### src/hdl/stsa_ram.sv
// Generic simple dual-port RAM: one write port, one read port with registered read data.
// No dependencies.
`default_nettype none

module stsa_ram #(
	parameter int unsigned WIDTH = 8,
	parameter int unsigned DEPTH = 256
) (
	input  logic                     clk,
	input  logic                     wr_en,
	input  logic [$clog2(DEPTH)-1:0] wr_addr,
	input  logic [WIDTH-1:0]         wr_data,
	input  logic                     rd_en,
	input  logic [$clog2(DEPTH)-1:0] rd_addr,
	output logic [WIDTH-1:0]         rd_data
);

	logic [WIDTH-1:0] mem [DEPTH];

	always_ff @(posedge clk) begin
		if (wr_en) begin
			mem[wr_addr] <= wr_data;
		end
		if (rd_en) begin
			rd_data <= mem[rd_addr];
		end
	end

endmodule

`default_nettype wire

### config.mk
export PLATFORM = sky130hd
export DESIGN_NAME = stsa_ram
export DESIGN_NICKNAME = d
export VERILOG_FILES = /design/src/hdl/stsa_ram.sv
export SDC_FILE = /design/constraint.sdc
export NUM_CORES = 2
export LEC_CHECK = 0
export BUFFER_PORTS_ARGS = -buffer_cell sky130_fd_sc_hd__buf_2
export CELL_PAD_IN_SITES_DETAIL_PLACEMENT = 1
export CELL_PAD_IN_SITES_GLOBAL_PLACEMENT = 1
export CORE_UTILIZATION = 45
export DETAILED_ROUTE_END_ITERATION = 8
export PLACE_DENSITY_LB_ADDON = 0.1
export SLEW_MARGIN = 5
export SYNTH_ARGS = -nofsm -noshare
export SYNTH_HDL_FRONTEND = slang
export SYNTH_SLANG_ARGS = --single-unit
### constraint.sdc
create_clock -name clk -period 3.7 [get_ports clk]
set_clock_uncertainty 0.15 [all_clocks]
set_input_delay 0 -clock clk [delete_from_list [all_inputs] [get_ports clk]]
set_output_delay 0 -clock clk [all_outputs]
set_load 0.01 [all_outputs]
==> flow_summary.yaml <==
clocking:
  clock_path_buffers: 3
  cts_resized: 0
  cts-root-buf: "clkbuf_16"
  post_cts_buffers: 0
  clk_pin_slew_ns: 0.06
  numCtsBuffers: 209
  cts_hold_buffers: 21
  cts_tree: "done"
  cts_max_level: 4
  clock_sinks: 2056
  insertion_delay_ns: 0.86
route:
  drc: 0
  ant_nets: 0
  firstDrtPassIters: 5
  wirelength_um: 217000
  drt_iter0_markers: 3938
  wire_per_inst_um: 33.3
  vias: 39200
  via_per_inst: 6.02
synthesis:
  ys_warn_count: 0
  syn_nets: 3760
  ys_dominant_reg_cell: "edfxtp_1"
  synth_edf_count: 2056
  synth_area_per_cell_um2: 21.3
  synth_cell_types: 54
  synth_area_mm2: 0.0796
  synth_cells: 3733
  yosys_register_bits: 2056
  ys_seq_area_share_pct: 77.5
  postSynth.asyncResetShare_pct: 0
placed_design:
  port_buffers: 34
  hpwl_um: 137000
  place_ws_ns: -0.0649
  gp_congestion: 0.833
finish:
  fillerInstances: 15300
  seq_area_mm2: 0.0617
  drive_above_1_share_pct: 25.1
  fin_util_pct: 51.6
  multi_input_area_mm2: 0.0165
  layout.nets: 4042
  area_growth_syn_to_layout_pct: 14.0
  diodes: 0
pwr:
  irDropWorstVdd_mv: 0.519
  p_int_uw: 39000
  pwr_density_cell_mw_per_mm2: 545
  swShare_pct: 21.2
  seqPwrFrac_pct: 52.0
  p_switching_uw: 10500
  p_clk_share_pct: 42.9
  combPwrFrac_pct: 5.0
  power_leakage_uw: 0.0283
worst_hold_path:
  min_path_type: "in2reg"
critical_path:
  cp_num_buf_inv: 1
  critical_path.max_fanout: 1
  cp_data_arrival_time_ns: 3.60
  start_kind: "register"
  path_cells: "mux4_2, a22o_1, a221oi_1, buf_4, o32ai_1, nor3_1, nor4_1"
  path_class: "reg2reg"
  critPathRequiredTime_ns: 4.09
  end_kind: "register"
  cp_slowest_stage_delay_ns: 0.89
  cp_top_family: "simple AND/OR/NAND/NOR gates"
  cp_slowest_cell: "nor3_1"
timing:
  setup_violations: 0
  fmax_ghz: 0.312
  maxSlewHeadroom_pct: 15.4
  drv_slew: 0
  period_needed_ns: 3.20
  rsz0062_at_grt: "false"
  finalCritPeriodShare_pct: 86.6
  worst_slack_ns: 0.497
  worstMarginPinSlew_ns: 1.27
  hold_viol: 0
die:
  rows: 154
  io_pins: 35
  core_mm2: 0.176
  die_height_um: 423
  die_area_mm2: 0.179
  die_w_um: 423
  start_util_pct: 45.3
global_routing:
  grt_max_degree: 124
  grt_pass1_vias: 41500
  grt.overflow.total: 0
  track_usage_pct: 24.4
  antenna_found_initial: 12
  grt_first_pass_wirelength_um: 310000
outcome:
  run_status: "complete, no violations"
flow_run:
  maxCapViolations: 0
-- sequential cells by signal, summed over array words and instances, names as in the netlist --
signal / count
mem: 2048
rd_data: 8
-- Yosys cell counts (2+ instances only) --
cell type	number	area, um^2
a2111oi_0	2	17.5
a2111oi_1	2	20.0
a211oi_1	16	120
a21oi_1	96	480
a221oi_1	13	114
a22o_1	8	70.1
a22oi_1	133	998
a311oi_1	2	17.5
a31oi_1	2	12.5
and2_1	6	37.5
and3b_1	2	17.5
buf_1	22	82.6
buf_12	8	160
buf_2	31	155
buf_4	27	203
buf_6	21	236
buf_8	13	195
clkbuf_1	111	417
edfxtp_1	2056	61700
mux2i_1	134	1340
mux4_1	2	52.6
mux4_2	454	10200
nand2_1	33	124
nand2b_1	8	50.1
nand3_1	34	170
nand3b_1	2	15.0
nand4_1	10	62.6
nor2_1	282	1060
nor2b_1	31	194
nor3_1	22	110
nor4_1	24	150
nor4_2	3	37.5
o211ai_1	10	75.1
o21ai_0	10	50.1
o21ai_1	2	10.0
o221ai_1	46	403
o22a_1	5	43.8
o22ai_1	28	175
o32ai_1	4	35.0
or2_2	4	25.0
-- cell usage in the layout (no fill, tap or decap), types with 13 or more instances in the layout --
cell type,instances
edfxtp_1,2056
mux4_2,454
nor2_1,279
buf_4,219
clkbuf_16,217
mux2i_1,134
a22oi_1,133
a21oi_1,96
o221ai_1,46
clkbuf_1,44
clkinv_1,40
clkinv_2,37
nand3_1,34
nand2_1,32
buf_12,32
o22ai_1,28
nor2b_1,28
bufinv_16,25
nor4_1,24
nor3_1,22
buf_2,22
dlygate4sd3_1,21
a211oi_1,16
a221oi_1,13
-- worst reg2reg max path: stages (launching register included) --
cell and delay (ns):
edfxtp_1 0.38, mux4_2 0.50, a22o_1 0.26, a221oi_1 0.25
buf_4 0.20, o32ai_1 0.09, nor3_1 0.89, nor4_1 0.18
-- metrics by stage --
stage / power, uW / TNS, ns / hold WS, ns / cells / instance area [um^2]
CTS: 49800 / 0 / 0.0635 / 6519 / 90700
floorplan: 27400 / 0 / -0.0511 / 3733 / 79600
global placement: 28600 / -0.0923 / 0.327 / 6123 / 83700
detailed placement: 28700 / -0.129 / 0.314 / 6123 / 83700
global route: 50600 / 0 / 0.116 / 6519 / 90700
finish: 49400 / 0 / 0.122 / 6519 / 90700
-- final cells by class --
| cell class | count | area share (%) |
|---|---|---|
| Multi-Input combinational cell | 1442 | 18.2 |
| Clock buffer | 261 | 6.17 |
| Tap cell | 2340 | 3.23 |
| Clock inverter | 114 | 1.38 |
| Inverter | 2 | 0.00827 |
| Sequential cell | 2056 | 68.0 |
| Timing Repair Buffer | 304 | 3.03 |
-- path summary, 6_finish.rpt --
path	startpoint	depth (start not counted)	to	slack (ns)
min reg2reg	mem[33][5]	7	rd_data[5]	1.08
max reg2reg	mem[82][5]	7	rd_data[5]	0.50
max	mem[82][5]	7	rd_data[5]	0.50
min	rd_addr[4]	5	rd_data[6]	0.12
-- kinds of logic after synthesis --
group / synth area share [%]
DFF: 77.5
buffers and inverters: 1.83
AOI/OAI and AO/OA: 3.42
and+or+nand+nor: 2.63
muxes: 14.6
-- layer usage --
metal / GRT usage [%] / routed length [um] / vias to the layer above / share of wire (%)
li1: - / - / 16300 / -
met1: 33.4 / 91300 / 21500 / 42
met2: 41.2 / 110000 / 1189 / 51
met3: 3.28 / 10700 / 278 / 4.9
met4: 6.44 / 5130 / 4 / 2.4
met5: 0 / 23 / - / 0.011
-- power groups by stage --
stage	registers [uW]	clock network [uW]	logic [uW]
global placement	26200	0	2430
global route	25700	22300	2600
detailed placement	26200	0	2490
finish	25700	21200	2480
CTS	25700	21600	2510
floorplan	26200	0	1250
(Power assumes the default switching activity.)
